--- src/tpcs_pkg.sv ---
// Package for the tracker pattern channel scanner.
// Request, status and register index codes, field widths and pattern constants; no dependencies.
`default_nettype none

package tpcs_pkg;

    // Field widths
    localparam int unsigned REQ_W      = 2;
    localparam int unsigned BYTE_W     = 8;
    localparam int unsigned LEN_W      = 16;
    localparam int unsigned PAT_W      = 8;
    localparam int unsigned STAT_W     = 2;
    localparam int unsigned NUM_CHAN   = 32;
    localparam int unsigned CHAN_W     = 5;
    localparam int unsigned COUNT_W    = 6;
    localparam int unsigned ROW_W      = 7;
    localparam int unsigned CFG_ADDR_W = 3;
    localparam int unsigned CFG_DATA_W = 64;
    localparam int unsigned IN_DATA_W  = 32;
    localparam int unsigned OUT_DATA_W = 56;

    // Rows in one pattern
    localparam int unsigned DEF_ROWS_PER_PATTERN = 64;

    // Request kinds (input tuser)
    localparam logic [REQ_W-1:0] REQ_BEGIN = 2'd0;
    localparam logic [REQ_W-1:0] REQ_DATA  = 2'd1;
    localparam logic [REQ_W-1:0] REQ_END   = 2'd2;

    // Result kinds (output tuser)
    localparam logic [STAT_W-1:0] ST_ACCEPTED = 2'd0;
    localparam logic [STAT_W-1:0] ST_COMPLETE = 2'd1;
    localparam logic [STAT_W-1:0] ST_CORRUPT  = 2'd2;
    localparam logic [STAT_W-1:0] ST_SUMMARY  = 2'd3;

    // Configuration register indexes
    localparam logic [CFG_ADDR_W-1:0] CFG_SET_LO     = 3'd0;
    localparam logic [CFG_ADDR_W-1:0] CFG_SET_MID_LO = 3'd1;
    localparam logic [CFG_ADDR_W-1:0] CFG_SET_MID_HI = 3'd2;
    localparam logic [CFG_ADDR_W-1:0] CFG_SET_HI     = 3'd3;
    localparam logic [CFG_ADDR_W-1:0] CFG_GVOL       = 3'd4;

    // Pattern constants
    localparam logic [BYTE_W-1:0] SETTING_LIMIT = 8'd16;
    localparam logic [BYTE_W-1:0] CMD_GVOL      = 8'd22;
    localparam logic [BYTE_W-1:0] GVOL_MAX_INFO = 8'h40;
    localparam logic [BYTE_W-1:0] GVOL_LOW      = 8'd30;
    localparam logic [BYTE_W-1:0] GVOL_FORCED   = 8'd64;

endpackage

`default_nettype wire

--- src/tracker_pattern_channel_scanner.sv ---
// An accepted input word's result word reaches the master side in the next cycle.
// Throughput: one input word per cycle while results are taken; the single output
// register holds a result; the next word is accepted as soon as the master takes it.
// Reset (synchronous, active low): parser idle, used-channel mask clear, volume force flag
// set, all channels enabled, header volume zero, no result pending.
// Top level of the tracker pattern channel scanner; uses tpcs_pkg.
`default_nettype none

module tracker_pattern_channel_scanner #(
    parameter int unsigned ROWS_PER_PATTERN = tpcs_pkg::DEF_ROWS_PER_PATTERN
) (
    input  wire                               i_clk,
    input  wire                               i_rst_n,
    // configuration write port
    input  wire                               i_cfg_we,
    input  wire [tpcs_pkg::CFG_ADDR_W-1:0]    i_cfg_addr,
    input  wire [tpcs_pkg::CFG_DATA_W-1:0]    i_cfg_wdata,
    // input stream
    input  wire                               i_s_tvalid,
    output logic                              o_s_tready,
    // data_byte[7:0], pattern_length[23:8], pattern_number[31:24]
    input  wire [tpcs_pkg::IN_DATA_W-1:0]     i_s_tdata,
    // req_type[1:0]
    input  wire [tpcs_pkg::REQ_W-1:0]         i_s_tuser,
    // result stream
    output logic                              o_m_tvalid,
    input  wire                               i_m_tready,
    // wants_bytes[0], used_channel_mask[32:1], used_channel_count[38:33],
    // global_volume[46:39], corrupt_pattern[54:47], zero[55]
    output logic [tpcs_pkg::OUT_DATA_W-1:0]   o_m_tdata,
    // status[1:0]
    output logic [tpcs_pkg::STAT_W-1:0]       o_m_tuser
);
    import tpcs_pkg::*;

    localparam logic [ROW_W-1:0] ROWS = ROW_W'(ROWS_PER_PATTERN);

    typedef enum logic [2:0] {
        PH_IDLE, PH_FLAG, PH_SKIP, PH_CMD, PH_INFO, PH_DONE, PH_BAD
    } t_phase;

    // configuration state: enable bit per channel (settings byte below limit)
    logic [NUM_CHAN-1:0] r_chan_en;
    logic [BYTE_W-1:0]   r_hdr_gvol;

    // parser state
    t_phase              r_phase,  n_phase;
    logic [1:0]          r_skip,   n_skip;
    logic [CHAN_W-1:0]   r_chan,   n_chan;
    logic [BYTE_W-1:0]   r_cmd,    n_cmd;
    logic                r_has_cmd, n_has_cmd;
    logic [ROW_W-1:0]    r_row,    n_row;
    logic [LEN_W-1:0]    r_used,   n_used;
    logic [LEN_W-1:0]    r_len,    n_len;
    logic [PAT_W-1:0]    r_pat,    n_pat;
    logic [NUM_CHAN-1:0] r_mask,   n_mask;
    logic                r_vforce, n_vforce;

    // output register
    logic                r_out_valid;
    logic [OUT_DATA_W-1:0] r_out_data;
    logic [STAT_W-1:0]   r_out_stat;

    // result of the current word
    logic [STAT_W-1:0]   w_stat;
    logic                w_wants;
    logic [NUM_CHAN-1:0] w_mask;
    logic [COUNT_W-1:0]  w_count;
    logic [BYTE_W-1:0]   w_gvol;
    logic [PAT_W-1:0]    w_bad;

    logic                w_accept;
    logic [REQ_W-1:0]    w_req;
    logic [BYTE_W-1:0]   w_byte;
    logic                w_taking;

    assign o_s_tready = !r_out_valid || i_m_tready;
    assign w_accept   = i_s_tvalid && o_s_tready;
    assign w_req      = i_s_tuser;
    assign w_byte     = i_s_tdata[7:0];
    assign w_taking   = (r_phase == PH_FLAG) || (r_phase == PH_SKIP) ||
                        (r_phase == PH_CMD)  || (r_phase == PH_INFO);

    // next state and result for one word
    always_comb begin
        logic [1:0]        skip_v;
        logic [CHAN_W-1:0] ch_v;
        logic              fin_v;
        logic [BYTE_W-1:0] g_v;

        n_phase   = r_phase;
        n_skip    = r_skip;
        n_chan    = r_chan;
        n_cmd     = r_cmd;
        n_has_cmd = r_has_cmd;
        n_row     = r_row;
        n_used    = r_used;
        n_len     = r_len;
        n_pat     = r_pat;
        n_mask    = r_mask;
        n_vforce  = r_vforce;
        w_stat    = ST_ACCEPTED;
        w_gvol    = '0;
        w_bad     = '0;
        skip_v    = '0;
        ch_v      = r_chan;
        fin_v     = 1'b0;
        g_v       = r_hdr_gvol;

        if (w_req == REQ_BEGIN) begin
            n_len     = i_s_tdata[23:8];
            n_pat     = i_s_tdata[31:24];
            n_used    = '0;
            n_row     = '0;
            n_skip    = '0;
            n_has_cmd = 1'b0;
            n_cmd     = '0;
            n_chan    = '0;
            n_phase   = PH_FLAG;
            if (i_s_tdata[23:8] == '0) begin
                n_phase = PH_BAD;
                w_stat  = ST_CORRUPT;
            end
        end else if (w_req == REQ_DATA && w_taking) begin
            n_used = r_used + 1'b1;
            unique case (r_phase)
                PH_FLAG: begin
                    if (w_byte == '0) begin
                        n_row = r_row + 1'b1;
                        if (n_row >= ROWS) begin
                            n_phase = PH_DONE;
                        end
                    end else begin
                        ch_v      = w_byte[4:0];
                        skip_v    = {w_byte[5], 1'b0} + {1'b0, w_byte[6]};
                        n_chan    = ch_v;
                        n_skip    = skip_v;
                        n_has_cmd = w_byte[7];
                        if (skip_v != '0)  n_phase = PH_SKIP;
                        else if (w_byte[7]) n_phase = PH_CMD;
                        else               fin_v   = 1'b1;
                    end
                end
                PH_SKIP: begin
                    skip_v = r_skip - 1'b1;
                    n_skip = skip_v;
                    if (skip_v != '0)  n_phase = PH_SKIP;
                    else if (r_has_cmd) n_phase = PH_CMD;
                    else               fin_v   = 1'b1;
                end
                PH_CMD: begin
                    n_cmd   = w_byte;
                    n_phase = PH_INFO;
                end
                default: begin
                    if (r_cmd == CMD_GVOL && w_byte >= 8'd1 && w_byte <= GVOL_MAX_INFO) begin
                        n_vforce = 1'b0;
                    end
                    fin_v = 1'b1;
                end
            endcase
            // completed event marks its channel when enabled
            if (fin_v) begin
                n_mask[ch_v] = r_mask[ch_v] | r_chan_en[ch_v];
                n_phase      = PH_FLAG;
            end
            if (n_phase == PH_DONE) begin
                w_stat = ST_COMPLETE;
            end else if (n_used >= r_len) begin
                n_phase = PH_BAD;
                w_stat  = ST_CORRUPT;
            end
        end else if (w_req == REQ_END) begin
            if (g_v < GVOL_LOW && r_vforce) g_v = GVOL_FORCED;
            w_gvol = g_v;
            w_stat = ST_SUMMARY;
        end

        if (w_stat == ST_CORRUPT) w_bad = n_pat;
        w_mask  = n_mask;
        w_wants = ((n_phase == PH_FLAG) || (n_phase == PH_SKIP) ||
                   (n_phase == PH_CMD)  || (n_phase == PH_INFO)) && (w_req != REQ_END);

        // end of song clears the run state after the summary is formed
        if (w_req == REQ_END) begin
            n_mask    = '0;
            n_vforce  = 1'b1;
            n_phase   = PH_IDLE;
            n_skip    = '0;
            n_has_cmd = 1'b0;
        end
    end

    // population count of the reported mask
    always_comb begin
        w_count = '0;
        for (int k = 0; k < NUM_CHAN; k++) begin
            w_count = w_count + COUNT_W'(w_mask[k]);
        end
    end

    // configuration registers
    always_ff @(posedge i_clk) begin
        if (!i_rst_n) begin
            r_chan_en  <= '1;
            r_hdr_gvol <= '0;
        end else if (i_cfg_we) begin
            unique case (i_cfg_addr)
                CFG_SET_LO, CFG_SET_MID_LO, CFG_SET_MID_HI, CFG_SET_HI: begin
                    for (int b = 0; b < 8; b++) begin
                        r_chan_en[{i_cfg_addr[1:0], 3'(b)}] <=
                            (i_cfg_wdata[b*8 +: 8] < SETTING_LIMIT);
                    end
                end
                CFG_GVOL: r_hdr_gvol <= i_cfg_wdata[BYTE_W-1:0];
                default: ;
            endcase
        end
    end

    // parser state
    always_ff @(posedge i_clk) begin
        if (!i_rst_n) begin
            r_phase   <= PH_IDLE;
            r_skip    <= '0;
            r_chan    <= '0;
            r_cmd     <= '0;
            r_has_cmd <= 1'b0;
            r_row     <= '0;
            r_used    <= '0;
            r_len     <= '0;
            r_pat     <= '0;
            r_mask    <= '0;
            r_vforce  <= 1'b1;
        end else if (w_accept) begin
            r_phase   <= n_phase;
            r_skip    <= n_skip;
            r_chan    <= n_chan;
            r_cmd     <= n_cmd;
            r_has_cmd <= n_has_cmd;
            r_row     <= n_row;
            r_used    <= n_used;
            r_len     <= n_len;
            r_pat     <= n_pat;
            r_mask    <= n_mask;
            r_vforce  <= n_vforce;
        end
    end

    // result register
    always_ff @(posedge i_clk) begin
        if (!i_rst_n) begin
            r_out_valid <= 1'b0;
        end else if (w_accept) begin
            r_out_valid <= 1'b1;
        end else if (i_m_tready) begin
            r_out_valid <= 1'b0;
        end
    end

    always_ff @(posedge i_clk) begin
        if (w_accept) begin
            r_out_data <= {1'b0, w_bad, w_gvol, w_count, w_mask, w_wants};
            r_out_stat <= w_stat;
        end
    end

    assign o_m_tvalid = r_out_valid;
    assign o_m_tdata  = r_out_data;
    assign o_m_tuser  = r_out_stat;

    // count field agrees with the mask it reports
    a_count_match: assert property (@(posedge i_clk) disable iff (!i_rst_n)
        o_m_tvalid |-> (32'(o_m_tdata[38:33]) == 32'($countones(o_m_tdata[32:1]))))
        else $error("used channel count does not match mask");

    // volume only reported in a summary
    a_gvol_summary: assert property (@(posedge i_clk) disable iff (!i_rst_n)
        (o_m_tvalid && o_m_tuser != ST_SUMMARY) |-> (o_m_tdata[46:39] == '0))
        else $error("global volume outside summary");

    // a corrupt or finished pattern, or a summary, takes no more bytes
    a_stop_bytes: assert property (@(posedge i_clk) disable iff (!i_rst_n)
        (o_m_tvalid && (o_m_tuser == ST_CORRUPT || o_m_tuser == ST_COMPLETE ||
                        o_m_tuser == ST_SUMMARY)) |-> !o_m_tdata[0])
        else $error("wants_bytes set after pattern stopped");

    // end of song leaves a clean run state
    a_end_clears: assert property (@(posedge i_clk) disable iff (!i_rst_n)
        (w_accept && w_req == REQ_END) |=> (r_mask == '0 && r_vforce && r_phase == PH_IDLE))
        else $error("end of song did not clear run state");

    // idle parser has no skips and no command pending
    a_idle_skip: assert property (@(posedge i_clk) disable iff (!i_rst_n)
        (r_phase == PH_IDLE) |-> (r_skip == '0 && !r_has_cmd))
        else $error("idle parser holds event state");

endmodule

`default_nettype wire
--- config.mk ---
export PLATFORM = sky130hd
export DESIGN_NAME = tracker_pattern_channel_scanner
export DESIGN_NICKNAME = d
export VERILOG_FILES = /design/src/tpcs_pkg.sv /design/src/tracker_pattern_channel_scanner.sv
export SDC_FILE = /design/constraint.sdc
export NUM_CORES = 1
export LEC_CHECK = 0
export ABC_AREA = 0
export BUFFER_PORTS_ARGS = -buffer_cell sky130_fd_sc_hd__buf_4
export CORE_MARGIN = 2
export CORE_UTILIZATION = 40
export DETAILED_ROUTE_END_ITERATION = 6
export GPL_TIMING_DRIVEN = 0
export SLEW_MARGIN = 20
export SYNTH_ARGS = -nofsm -noshare
export SYNTH_HDL_FRONTEND = slang
export SYNTH_SLANG_ARGS = --single-unit
--- constraint.sdc ---
create_clock -name i_clk -period 9.28 [get_ports i_clk]
set_input_delay 0.464 -clock i_clk [delete_from_list [all_inputs] [get_ports i_clk]]
set_output_delay 0.464 -clock i_clk [all_outputs]
set_load 0.05 [all_outputs]
==> impl_metrics.csv <==
group,metric,value,unit
sta,min_period,8260,ps
cts,clock_tree.root_cell,"clkbuf_16",
die,initial_core_util,40.5,%
cts,cts_resized,0,
sta,hold_viol_final,0,
logic_synthesis,synth_top_family_by_area,"compound AO/OA/AOI/OAI gates",
cts,cts_buffers,17,
logic_synthesis,synth-adder-area-share,6.95,%
logic_synthesis,ys_async_sr_fraction,0,%
final_layout,syn2layout_area_growth,17.9,%
pwr,p_int,1.34,mW
die,row_count,62,
worst_setup_path,crit_required,9480,ps
global_route,grt_pass1_vias,9786,
cts,post_cts_buffers,0,
logic_synthesis,syn-cell-area,0.0116,mm²
route,vias,10500,
cts,clock_latency,450,ps
pwr,peakVddDrop,0.0941,mV
route,first_pass_iters,5,
worst_setup_path,rr_endpoint,"o_m_tdata[37]",
worst_setup_path,cp_max_fo,10,
worst_setup_path,critical_path_class,"flop to flop",
logic_synthesis,synth-xor-area-share,1.66,%
sta,timing.final.setup_violations,0,
logic_synthesis,synth-compound-area-share,23.9,%
sta,clock_skew,16.2,ps
pwr,p_comb_share,13.4,%
job,maxCapViolCount,0,
logic_synthesis,synth-edff-count,57,
placed_design,gp_congestion,0.908,
cts,cts_buffer_depth,2,
final_layout,final_nets,1636,
logic_synthesis,ys_seq_area_share,39.0,%
sta,relSlewSlack,39.2,%
min_path,min_path_type,"input pin to flop",
worst_setup_path,cp-end-kind,"flop",
route,wirelength,34500,µm
route,wire_per_inst,18.4,µm
logic_synthesis,syn_area_per_cell,8.73,µm²
sta,tns,0,ps
die,die_area,0.0303,mm²
pwr,p_sw,0.556,mW
logic_synthesis,yosysTopAreaCellShare,24.2,%
pwr,p_leak,5.27,nW
logic_synthesis,synthFlopType,"dfxtp_1",
route,drtAntennaViolNets,0,
route,viasPerCell,5.62,
sta,report.final.slew_viol_count,0,
placed_design,numPortBuffers,133,
pwr,clkPwrFrac,38.4,%
route,initialDrtViolationCount,958,
final_layout,antennaDiodeCount,0,
global_route,grt_max_degree,49,
die,chipWidth,174,µm
final_layout,final_area,0.0137,mm²
run_status,status,"complete, no violations",
logic_synthesis,synth_area_leaders,"dfxtp_1 (24%), edfxtp_1 (15%), nand2_1 (5.2%)",
cts,holdBufCountCts,0,
worst_setup_path,reg2reg_slack,1020,ps
worst_setup_path,r2r-start,"r_phase[2]",
global_route,grt_first_pass_wirelength,54700,µm
logic_synthesis,synthSimpleGateAreaFrac,20.0,%
logic_synthesis,yosysWarnings,0,
worst_setup_path,crit_start,"r_phase[2]",
worst_setup_path,reg2reg_depth,25,
logic_synthesis,muxShareOfSynthArea,2.07,%
cts,cts_tree,"done",
pwr,finalPower,1.90,mW
worst_setup_path,cp-start-kind,"flop",
die,die_h,174,µm
pwr,p_seq_share,48.2,%
die,core_area,0.0286,mm²
cts,h-tree-depth,4,
min_path,hp-start,"i_cfg_wdata[3]",
sta,worstMarginPinSlew,912,ps
route,route.detailed.drc,0,
logic_synthesis,synth_common_cells,"nand2_1 (159), dfxtp_1 (140), nor2_1 (87)",
pwr,p_per_area,139,mW/mm²
logic_synthesis,synth.largest_area_cell,"dfxtp_1",
logic_synthesis,yosysMostFrequentCell,"nand2_1",
global_route,overflow,0,
logic_synthesis,synth.distinct_cells,83,
die,io_pins,166,
logic_synthesis,syn_nets,1483,
global_route,antenna_found_initial,0,
pwr,p_sw_share,29.3,%
final_layout,drive_gt1_share,15.7,%
cts,cts.sinks,197,
global_route,globalRouteTotalUtil,22.7,%
placed_design,dp_hpwl,25700,µm
cts,clk_pin_slew,80,ps
worst_setup_path,critPathCapture,"o_m_tdata[37]",
logic_synthesis,ys_seq_elements,197,
placed_design,place_area,0.0131,mm²
worst_setup_path,arrival,8460,ps
sta,fmax,121,MHz
logic_synthesis,syn_inst,1327,
sta,rsz0062_at_grt,"false",
sta,fin_crit_sh,89.0,%
through the flow:
stage / hold slack (ps) / setup WS (ps) / instances / util [%]
6_report: 283 / 1020 / 1877 / 47.7
2_1_floorplan: 441 / 2030 / 1327 / -
3_5_place_dp: 458 / 1000 / 1845 / 45.8
5_1_grt: 290 / 608 / 1877 / 47.7
3_3_place_gp: 451 / 1060 / 1844 / 45.6
4_1_cts: 273 / 1070 / 1877 / 47.7
power groups by stage:
stage / logic, mW / registers, mW / clock network (mW)
4_1_cts: 0.253 / 0.917 / 0.741
3_5_place_dp: 0.252 / 0.937 / 0
6_report: 0.254 / 0.917 / 0.730
2_1_floorplan: 0.114 / 0.979 / 0
3_3_place_gp: 0.248 / 0.939 / 0
5_1_grt: 0.273 / 0.920 / 0.777
layer usage:
metal  wire, µm  global-route usage (%)  vias to the layer above
li1           -                       -                     5120
met1      16300                    32.4                     4997
met2      15300                    35.9                      385
met3       2110                    3.04                       42
met4        660                    6.76                        0
met5          0                       0                        -
registers in the layout (all words and copies together) (netlist names):
signal and cells:
o_m_tdata 55, r_chan_en 32, r_mask 32, r_len 16, r_used 16, r_cmd 8, r_hdr_gvol 8, r_pat 8
r_row 7, r_chan 5, r_phase 3, o_m_tuser 2, r_skip 2, o_m_tvalid 1, r_has_cmd 1, r_vforce 1
worst min path at each step:
| stage | to | slack, ps | cells past startpoint |
|---|---|---|---|
| final | r_hdr_gvol[3] | 280 | 3 |
| after global routing | r_pat[6] | 290 | 3 |
| after CTS | r_hdr_gvol[1] | 270 | 3 |
| after detailed placement | r_len[9] | 460 | 2 |
| after global placement | r_pat[7] | 450 | 2 |
| after floorplan | r_skip[1] | 440 | 2 |
area by class of cell:
type                            instances  area, µm²
Buffer                                 97        467
Clock buffer                           17        425
Clock inverter                         15        138
Fill cell                            2768      15000
Inverter                               74        278
Multi-Input combinational cell        959       6330
Sequential cell                       197       4510
Tap cell                              384        480
Timing Repair Buffer                  134       1030
placed cells by master, fill, tap and decap left out, types with 6 or more instances in the layout:
cell type | netlist | routed
xor2_1 | 9 | 9
a21boi_0 | 29 | 29
nor2b_1 | 44 | 44
fa_1 | 24 | 24
buf_2 | 16 | 16
a221oi_1 | 9 | 9
nor4_4 | 6 | 6
nand3_1 | 19 | 19
inv_1 | 73 | 73
a211oi_1 | 10 | 10
or3_1 | 12 | 12
buf_4 | 5 | 138
mux2i_1 | 15 | 15
nand2_1 | 159 | 159
ha_1 | 26 | 26
a221o_1 | 6 | 6
nor2_1 | 87 | 87
a22oi_1 | 25 | 25
dfxtp_1 | 140 | 140
a21oi_1 | 65 | 65
buf_6 | 8 | 8
nand2b_1 | 11 | 11
o21ai_0 | 81 | 81
a31o_1 | 15 | 15
or4_1 | 12 | 12
nand4_1 | 6 | 6
and3_1 | 15 | 15
xnor2_1 | 13 | 13
nor3_1 | 42 | 42
a31oi_1 | 53 | 53
and2_1 | 11 | 11
clkbuf_1 | 67 | 66
o211ai_1 | 51 | 51
a21o_1 | 12 | 12
nor4_1 | 11 | 11
clkbuf_16 | 0 | 17
edfxtp_1 | 57 | 57
worst max-delay path, cell delays in order, from the launching register on:
cell       delay, ps
dfxtp_1          390
buf_2            260
nand4bb_1        170
buf_4            210
nand2_1          300
o21ai_1          480
buf_4            310
a2111oi_0        120
o21ai_0          150
o211ai_1         150
nor3_2           550
clkbuf_1         420
a31oi_1          260
fa_1             540
fa_1             520
inv_1             50
fa_1             500
inv_1             60
fa_1             500
fa_1             540
fa_1             410
ha_1             240
fa_1             420
a21o_1           200
a21oi_1          170
xnor2_1           80
logic make-up after synthesis:
group	count (synthesis)
adders and majority gates	50
AOI/OAI and AO/OA	405
xor gates and xnor gates	22
muxes	23
and+or+nand+nor	458
other	1
DFF	197
buffers and inverters	171
No activity file was read; power rests on OpenSTA's default activity.
